[src/hdl/dma_otc_pkg.sv]
// Shared types, constants and helpers for the DMA register block with
// ordering-table clear. No dependencies.
package dma_otc_pkg;

  localparam int unsigned NumChannels = 7;
  localparam int unsigned ChanW       = 3;

  typedef enum logic [1:0] {
    OpRead  = 2'd0,
    OpWrite = 2'd1,
    OpTick  = 2'd2,
    OpIdle  = 2'd3
  } op_e;

  localparam logic [ChanW-1:0] ChGpu = 3'd2;
  localparam logic [ChanW-1:0] ChOtc = 3'd6;

  localparam logic [3:0] SlotBase  = 4'h0;
  localparam logic [3:0] SlotBlock = 4'h4;
  localparam logic [3:0] SlotCtrl  = 4'h8;

  localparam logic [6:0] OffPriority  = 7'h70;
  localparam logic [6:0] OffInterrupt = 7'h74;

  localparam logic [31:0] CtlStart   = 32'h0100_0000;
  localparam logic [31:0] CtlTrigger = 32'h1000_0000;
  localparam logic [31:0] CtlOtcKeep = 32'h5100_0000;
  localparam logic [31:0] CtlBackstep = 32'h0000_0002;

  localparam logic [31:0] IwWritable = 32'h00ff_803f;
  localparam logic [31:0] IwFlags    = 32'h7f00_0000;

  localparam logic [31:0] PriorityReset = 32'h0765_4321;
  localparam logic [23:0] LinkMask      = 24'h1f_fffc;
  localparam logic [23:0] LinkEnd       = 24'hff_ffff;
  localparam logic [23:0] BaseMask      = 24'hff_fffc;
  localparam logic [16:0] FullCount     = 17'h1_0000;

  typedef struct packed {
    logic [23:0] base;
    logic [31:0] block;
    logic [31:0] ctrl;
  } chan_row_t;

  // Recompute the master bit (31) of the interrupt word.
  function automatic logic [31:0] iw_eval(logic [31:0] iw);
    logic status;
    logic on;
    status = |(iw[30:24] & iw[22:16]);
    on     = iw[15] | (iw[23] & status);
    return {on, iw[30:0]};
  endfunction

endpackage

[src/hdl/dma_registers_otc_clear_top.sv]
// DMA register block top level: bus reads/writes, ticks of the OT clear engine.
// Depends on dma_otc_pkg.
//
// One item is taken per clock cycle while the output is not stalled; each
// result is registered as its item leaves the second stage. The per-channel
// base, block and control words sit in a 7-row memory (one row per channel)
// with a registered read: an item reads its row on acceptance and the second
// stage modifies and writes it back, with the row just written forwarded to an
// item that read it in the same cycle. Priority, interrupt and table-pointer
// state live in flops; unwritten rows read as zero, needing no clear at reset.
module dma_registers_otc_clear_top (
  input  logic        clk_i,
  input  logic        rst_ni,
  input  logic        in_valid_i,
  output logic        in_stall_o,
  input  logic [1:0]  operation_i,
  input  logic [6:0]  reg_offset_i,
  input  logic [31:0] write_data_i,
  output logic        out_valid_o,
  input  logic        out_stall_i,
  output logic [31:0] read_data_o,
  output logic        mem_write_valid_o,
  output logic [20:0] mem_address_o,
  output logic [23:0] mem_data_o,
  output logic        irq_pulse_o,
  output logic        busy_res_o,
  output logic        error_o
);
  import dma_otc_pkg::*;

  chan_row_t        mem_q [NumChannels];
  logic [NumChannels-1:0] row_vld_q;

  logic             s1_valid_q;
  logic [1:0]       s1_op_q;
  logic [6:0]       s1_off_q;
  logic [31:0]      s1_wdata_q;
  chan_row_t        rd_row_q;
  logic             rd_vld_q;
  logic             fwd_hit_q;
  chan_row_t        fwd_row_q;

  logic [31:0]      prio_q, prio_d;
  logic [31:0]      iw_q, iw_d;
  logic [23:0]      ptr_q, ptr_d;
  logic [16:0]      left_q, left_d;
  logic             run_q, run_d;

  logic             accept;
  logic             s1_adv;
  logic [ChanW-1:0] rd_ch;
  logic [ChanW-1:0] in_ch;
  logic             fwd_hit_d;

  chan_row_t        cur_row;
  chan_row_t        wr_row;
  logic             we;
  logic [ChanW-1:0] wr_ch;
  logic [ChanW-1:0] s1_ch;
  logic [3:0]       s1_slot;
  logic [31:0]      rd_d;
  logic             wv_d;
  logic [23:0]      addr_d;
  logic [23:0]      data_d;
  logic             irq_d;
  logic             err_d;
  logic [31:0]      cv;
  logic [31:0]      iw_tmp;
  logic             trig;
  logic             act;
  logic             en;
  logic [16:0]      left_dec;

  assign s1_adv     = s1_valid_q && (!out_valid_o || !out_stall_i);
  assign in_stall_o = s1_valid_q && !s1_adv;
  assign accept     = in_valid_i && !in_stall_o;

  assign in_ch = reg_offset_i[6:4];
  always_comb begin
    if (operation_i == OpTick) begin
      rd_ch = ChOtc;
    end else if (in_ch == ChanW'(NumChannels)) begin
      rd_ch = '0;
    end else begin
      rd_ch = in_ch;
    end
  end
  assign fwd_hit_d = s1_adv && we && (wr_ch == rd_ch);

  always_ff @(posedge clk_i) begin
    if (we && s1_adv) begin
      mem_q[wr_ch] <= wr_row;
    end
    if (accept) begin
      rd_row_q <= mem_q[rd_ch];
    end
  end

  assign cur_row = fwd_hit_q ? fwd_row_q : (rd_vld_q ? rd_row_q : '0);
  assign s1_ch   = s1_off_q[6:4];
  assign s1_slot = s1_off_q[3:0];
  assign left_dec = left_q - 17'd1;

  always_comb begin
    rd_d   = '0;
    wv_d   = 1'b0;
    addr_d = '0;
    data_d = '0;
    irq_d  = 1'b0;
    err_d  = 1'b0;
    we     = 1'b0;
    wr_ch  = (s1_op_q == OpTick) ? ChOtc : s1_ch;
    wr_row = cur_row;
    prio_d = prio_q;
    iw_d   = iw_q;
    ptr_d  = ptr_q;
    left_d = left_q;
    run_d  = run_q;
    cv     = '0;
    iw_tmp = iw_q;
    trig   = 1'b0;
    act    = 1'b0;
    en     = 1'b0;
    if ((s1_op_q == OpRead || s1_op_q == OpWrite) && run_q) begin
      err_d = 1'b1;
    end else if (s1_op_q == OpRead) begin
      if (s1_off_q < OffPriority) begin
        unique case (s1_slot)
          SlotBase:  rd_d = {8'd0, cur_row.base};
          SlotBlock: rd_d = cur_row.block;
          SlotCtrl:  rd_d = cur_row.ctrl;
          default:   err_d = 1'b1;
        endcase
      end else if (s1_off_q == OffPriority) begin
        rd_d = prio_q;
      end else if (s1_off_q == OffInterrupt) begin
        rd_d = iw_q;
      end else begin
        err_d = 1'b1;
      end
    end else if (s1_op_q == OpWrite) begin
      if (s1_off_q < OffPriority) begin
        unique case (s1_slot)
          SlotBase: begin
            we          = 1'b1;
            wr_row.base = s1_wdata_q[23:0];
          end
          SlotBlock: begin
            we           = 1'b1;
            wr_row.block = s1_wdata_q;
          end
          SlotCtrl: begin
            cv   = (s1_ch == ChOtc) ? ((s1_wdata_q & CtlOtcKeep) | CtlBackstep)
                                    : s1_wdata_q;
            trig = (cv[10:9] == 2'd0) ? cv[28] : 1'b1;
            act  = cv[24] && trig;
            en   = prio_q[{s1_ch, 2'b11}];
            if (!(act && en)) begin
              we          = 1'b1;
              wr_row.ctrl = cv;
            end else if (s1_ch != ChOtc && s1_ch != ChGpu) begin
              err_d = 1'b1;
            end else if (s1_ch == ChGpu) begin
              we          = 1'b1;
              wr_row.ctrl = cv & ~CtlTrigger & ~CtlStart;
              if (iw_q[16 + ChGpu]) begin
                iw_tmp             = iw_q;
                iw_tmp[24 + ChGpu] = 1'b1;
                iw_d               = iw_eval(iw_tmp);
                irq_d              = iw_d[31] && !iw_q[31];
              end
            end else begin
              we          = 1'b1;
              wr_row.ctrl = cv & ~CtlTrigger;
              left_d      = (cur_row.block[15:0] == 16'd0) ? FullCount
                                                          : {1'b0, cur_row.block[15:0]};
              ptr_d       = cur_row.base & BaseMask;
              run_d       = 1'b1;
            end
          end
          default: err_d = 1'b1;
        endcase
      end else if (s1_off_q == OffPriority) begin
        prio_d = s1_wdata_q;
      end else if (s1_off_q == OffInterrupt) begin
        iw_tmp = (iw_q & ~IwWritable & ~(s1_wdata_q & IwFlags)) | (s1_wdata_q & IwWritable);
        iw_d   = iw_eval(iw_tmp);
        irq_d  = iw_d[31] && !iw_q[31];
      end else begin
        err_d = 1'b1;
      end
    end else if (s1_op_q == OpTick && run_q) begin
      data_d = (left_q == 17'd1) ? LinkEnd : ((ptr_q - 24'd4) & LinkMask);
      wv_d   = 1'b1;
      addr_d = ptr_q & LinkMask;
      ptr_d  = data_d;
      left_d = left_dec;
      if (left_dec == 17'd0) begin
        run_d       = 1'b0;
        we          = 1'b1;
        wr_row.ctrl = cur_row.ctrl & ~CtlStart;
        if (iw_q[16 + ChOtc]) begin
          iw_tmp             = iw_q;
          iw_tmp[24 + ChOtc] = 1'b1;
          iw_d               = iw_eval(iw_tmp);
          irq_d              = iw_d[31] && !iw_q[31];
        end
      end
    end
  end

  always_ff @(posedge clk_i or negedge rst_ni) begin
    if (!rst_ni) begin
      s1_valid_q  <= 1'b0;
      out_valid_o <= 1'b0;
      row_vld_q   <= '0;
      rd_vld_q    <= 1'b0;
      fwd_hit_q   <= 1'b0;
      prio_q      <= PriorityReset;
      iw_q        <= '0;
      ptr_q       <= '0;
      left_q      <= '0;
      run_q       <= 1'b0;
    end else begin
      if (accept) begin
        s1_valid_q <= 1'b1;
        rd_vld_q   <= row_vld_q[rd_ch];
        fwd_hit_q  <= fwd_hit_d;
      end else if (s1_adv) begin
        s1_valid_q <= 1'b0;
      end
      if (s1_adv) begin
        out_valid_o <= 1'b1;
        prio_q      <= prio_d;
        iw_q        <= iw_d;
        ptr_q       <= ptr_d;
        left_q      <= left_d;
        run_q       <= run_d;
        if (we) begin
          row_vld_q[wr_ch] <= 1'b1;
        end
      end else if (!out_stall_i) begin
        out_valid_o <= 1'b0;
      end
    end
  end

  always_ff @(posedge clk_i) begin
    if (accept) begin
      s1_op_q    <= operation_i;
      s1_off_q   <= reg_offset_i;
      s1_wdata_q <= write_data_i;
      fwd_row_q  <= wr_row;
    end
    if (s1_adv) begin
      read_data_o       <= rd_d;
      mem_write_valid_o <= wv_d;
      mem_address_o     <= addr_d[20:0];
      mem_data_o        <= data_d;
      irq_pulse_o       <= irq_d;
      busy_res_o        <= run_d;
      error_o           <= err_d;
    end
  end

endmodule

[config.mk]
export PLATFORM = sky130hd
export DESIGN_NAME = dma_registers_otc_clear_top
export DESIGN_NICKNAME = d
export VERILOG_FILES = /design/src/hdl/dma_otc_pkg.sv /design/src/hdl/dma_registers_otc_clear_top.sv
export SDC_FILE = /design/constraint.sdc
export NUM_CORES = 1
export LEC_CHECK = 0
export BUFFER_PORTS_ARGS = -buffer_cell sky130_fd_sc_hd__buf_4
export CORE_MARGIN = 2
export CORE_UTILIZATION = 60
export CTS_BUF_LIST = sky130_fd_sc_hd__clkbuf_4
export DETAILED_ROUTE_END_ITERATION = 16
export PLACE_DENSITY_LB_ADDON = 0.2
export SETUP_SLACK_MARGIN = 0.15
export SYNTH_ARGS = -nofsm -noshare
export SYNTH_HDL_FRONTEND = slang
export SYNTH_SLANG_ARGS = --single-unit
[constraint.sdc]
create_clock -name clk_i -period 21.6 [get_ports clk_i]
set_input_delay 1.08 -clock clk_i [delete_from_list [all_inputs] [get_ports clk_i]]
set_output_delay 1.08 -clock clk_i [all_outputs]
set_load 0.05 [all_outputs]
==> run metrics <==
status=complete, no violations; die width=between 200 and 300 um; number of distinct library cells after synthesis=90; setup violators final=0; critical path class=reg -> reg; highest clock rate=around 200 MHz; Final Skew=about 0.086 ns; CTS buffer count=roughly 270; sequential fraction of the synthesis area=just over 70%; Post-Syn Area per Cell=~13 um^2; Placement Cell Area=approximately 0.043 mm^2; Setup WS post-layout=between 15 and 20 ns; total gr overflow=0; Max FO, Critical Path=roughly 80; Worst Path Required=22.32 ns; Chip Height=about 270 um; Starting Density=between 60% and 70%; post-synthesis compound-gate area fraction=13.69%; total power=around 4.4 mW; Layout area overhead=11.82%; Slowest Stage Delay on Critical Path=between 0.9 and 1 ns; Buf+Inv Stages, Crit Path=3; Async SR Flop Fraction=between 10 and 15%; yosys warns=0; post-synthesis cell area=~0.041 mm^2; Peak VDD IR=roughly 0.048 mV; relative slew slack=between 20% and 30%; clk root buf=clkbuf_4; CTS tree=built; IO buf count=~130; Pwr Density=between 90 and 100 mW/mm^2; die area=approximately 0.071 mm^2; Post-Syn Instances=about 3.1k; post-detail-place hpwl=around 62,000 um; Reg2Reg Setup Slack=16.60 ns; XOR/XNOR Fraction of Synth Area=less than 1%; DP Worst Slack=between 15 and 20 ns; routed vias=roughly 29k; final instance area=around 0.046 mm^2; Tightest Pin Transition=between 1 and 1.5 ns; flops & latches, synth=1,011; Main synth FF type=edfxtp_1; CTS resizes=0; Antenna Nets Post-Route=0; number of synthesized flops with an enable pin=between 900 and 1k; Core ar.=between 0.06 and 0.07 mm^2; Setup TNS=0 ns; mux cell area share after synthesis=about 1.9%; Final GP Congestion=between 0.9 and 1; largest net degree at the start of global routing=187; adder-cell area share of the yosys netlist=less than 1%; Rows=96; DR iter-0 viols=between 3k and 4k; DRC=0; largest family of logic cells by synthesized area=compound AO/OA/AOI/OAI gates; Setup crit end kind=register; P_leak=around 17 nW; critical path arrival=approximately 5.7 ns; Top Ports=128; clock sinks=between 1k and 1.5k; final wirelength=roughly 110,000 um; CP cell instances=nand2_1 > nand2_1 > clkinv_2 > buf_4 > nand3_1 > a2111oi_0 > or2_1 > and3_4 > buf_4; Synth Area in Simple Gates=under 10%; crit start category=register; global-route wire length before repair=169,200 um; Max-cap violations=0; Initial DRT Pass Iterations=6; CTS max path bufs=4; ratio of cells with drive above 1 in the final layout=about a fifth; Nets=approximately 3.4k; Clock transition at path regs=around 0.060 ns; Max stage delay cell, worst path=and3_4; unrepaired setup endpoints after global routing=false; fin crit share=23.13%; GRT Total Usage=between 30% and 40%; delay-heaviest family, CP=simple AND/OR/NAND/NOR gates; wire per inst=25.95 um; vias per cell=6.480; initial antenna violation count=4; Slew Viols, Final=0; vias in the first global route=between 20k and 30k; Worst-Skew Late Latency=roughly 1.2 ns; fin crit period=around 5 ns; worst hold path type=in -> reg; CTS H-tree depth=5; Final Hold Fails=0
-- synth_stat cells (10+ instances only) --
library cell	number	area, um^2
a22oi_1	76	570.6
mux2_2	38	427.9
dfrtp_1	91	2277
a211oi_1	93	698.2
buf_1	32	120.1
buf_2	34	170.2
a31oi_1	10	62.56
nand4_1	10	62.56
and3_1	16	100.1
nor2_1	262	983.4
o21ai_0	141	705.7
a22o_1	45	394.1
edfxtp_1	908	27270
mux2i_1	34	340.3
inv_1	24	90.09
nor3_1	23	115.1
xnor2_1	14	122.6
nand2_1	472	1772
nand3_1	18	90.09
a21oi_1	225	1126
o22ai_1	192	1201
o21a_1	19	142.6
dfstp_2	12	315.3
clkbuf_1	156	585.6
o22a_1	16	140.1
-- layer usage --
layer / vias to the layer above / global-route usage, % / wire, um
met5: - / 0 / 12
met2: 1836 / 49.44 / 53180
met3: 316 / 7.805 / 13100
li1: 12500 / - / -
met4: 2 / 14.52 / 4389
met1: 13870 / 44.29 / 43540
-- placed cells by master (no fill, tap or decap), drive strengths merged, types with 27 or more instances in the layout --
cell type / instances
a211oi: 93
a21oi: 227
a22o: 45
a22oi: 76
buf: 173
clkbuf: 407
clkinv: 27
dfrtp: 91
edfxtp: 908
inv: 30
mux2: 38
mux2i: 34
nand2: 472
nor2: 263
nor3: 28
o21ai: 145
o22ai: 192
-- cells by family after synthesis --
group / count (synthesis)
flip-flops: 1011
AO/OA/AOI/OAI: 889
XOR/XNOR: 22
multiplexers: 73
adder cells (fa/ha/maj): 4
buffers and inverters: 254
AND/OR/NAND/NOR: 876
other: 1
-- worst paths after layout --
check                                         start                       end  depth (start not counted)
max                         out_valid_o$_DFFE_PN0P_    mem_q[3][72]$_DFFE_PP_                          9
min                                write_data_i[27]  s1_wdata_q[27]$_DFFE_PP_                          1
max reg2reg                 out_valid_o$_DFFE_PN0P_    mem_q[3][72]$_DFFE_PP_                          9
min reg2reg                row_vld_q[2]$_DFFE_PN0P_  row_vld_q[2]$_DFFE_PN0P_                          1
max in group asynchronous                    rst_ni     fwd_hit_q$_DFFE_PN0P_                          3
min in group asynchronous                    rst_ni     ptr_q[17]$_DFFE_PN0P_                          2
-- power breakdown --
group / internal (mW) / leakage, nW / total, mW / switching (mW)
sequential: 2.26 / 9.81 / 2.33 / 0.0770
combinational: 0.152 / 4.92 / 0.513 / 0.361
clock: 0.851 / 1.95 / 1.59 / 0.742
total: 3.26 / 16.7 / 4.44 / 1.18
-- flip-flops by register name, summed over array words and instances (netlist names), 2 cells and up --
register       count
fwd_row_q         88
iw_q              23
left_q            17
mem_address_o     19
mem_data_o        20
mem_q            616
prio_q            32
ptr_q             19
rd_row_q          88
read_data_o       32
row_vld_q          7
s1_off_q           7
s1_op_q            2
s1_wdata_q        32
-- final cells by class --
cell class | count | area, um^2
fillers | 4788 | 22120
clock buffers | 407 | 3055
inverters | 24 | 98.84
clock inverters | 33 | 127.6
multi-input cells | 1866 | 10620
diodes | 5 | 12.51
well taps | 882 | 1104
repair buffers | 174 | 1346
flip-flops and latches | 1011 | 29860
-- repair_timing --
action	4_1_cts	5_1_grt
hold endpoints to repair	35	0
setup buffers	0	0
hold buffers	1	0
-- through the flow --
step           instances  hold slack, ns  util [%]
2_1_floorplan       3131          0.4242         -
3_3_place_gp        3956          0.4427     62.94
3_5_place_dp        3956          0.4487     62.94
4_1_cts             4397         0.03862     67.62
5_1_grt             4402         0.05023     67.63
6_report            4402         0.09786     67.63
Note: power is estimated with default switching activity, not from simulation.
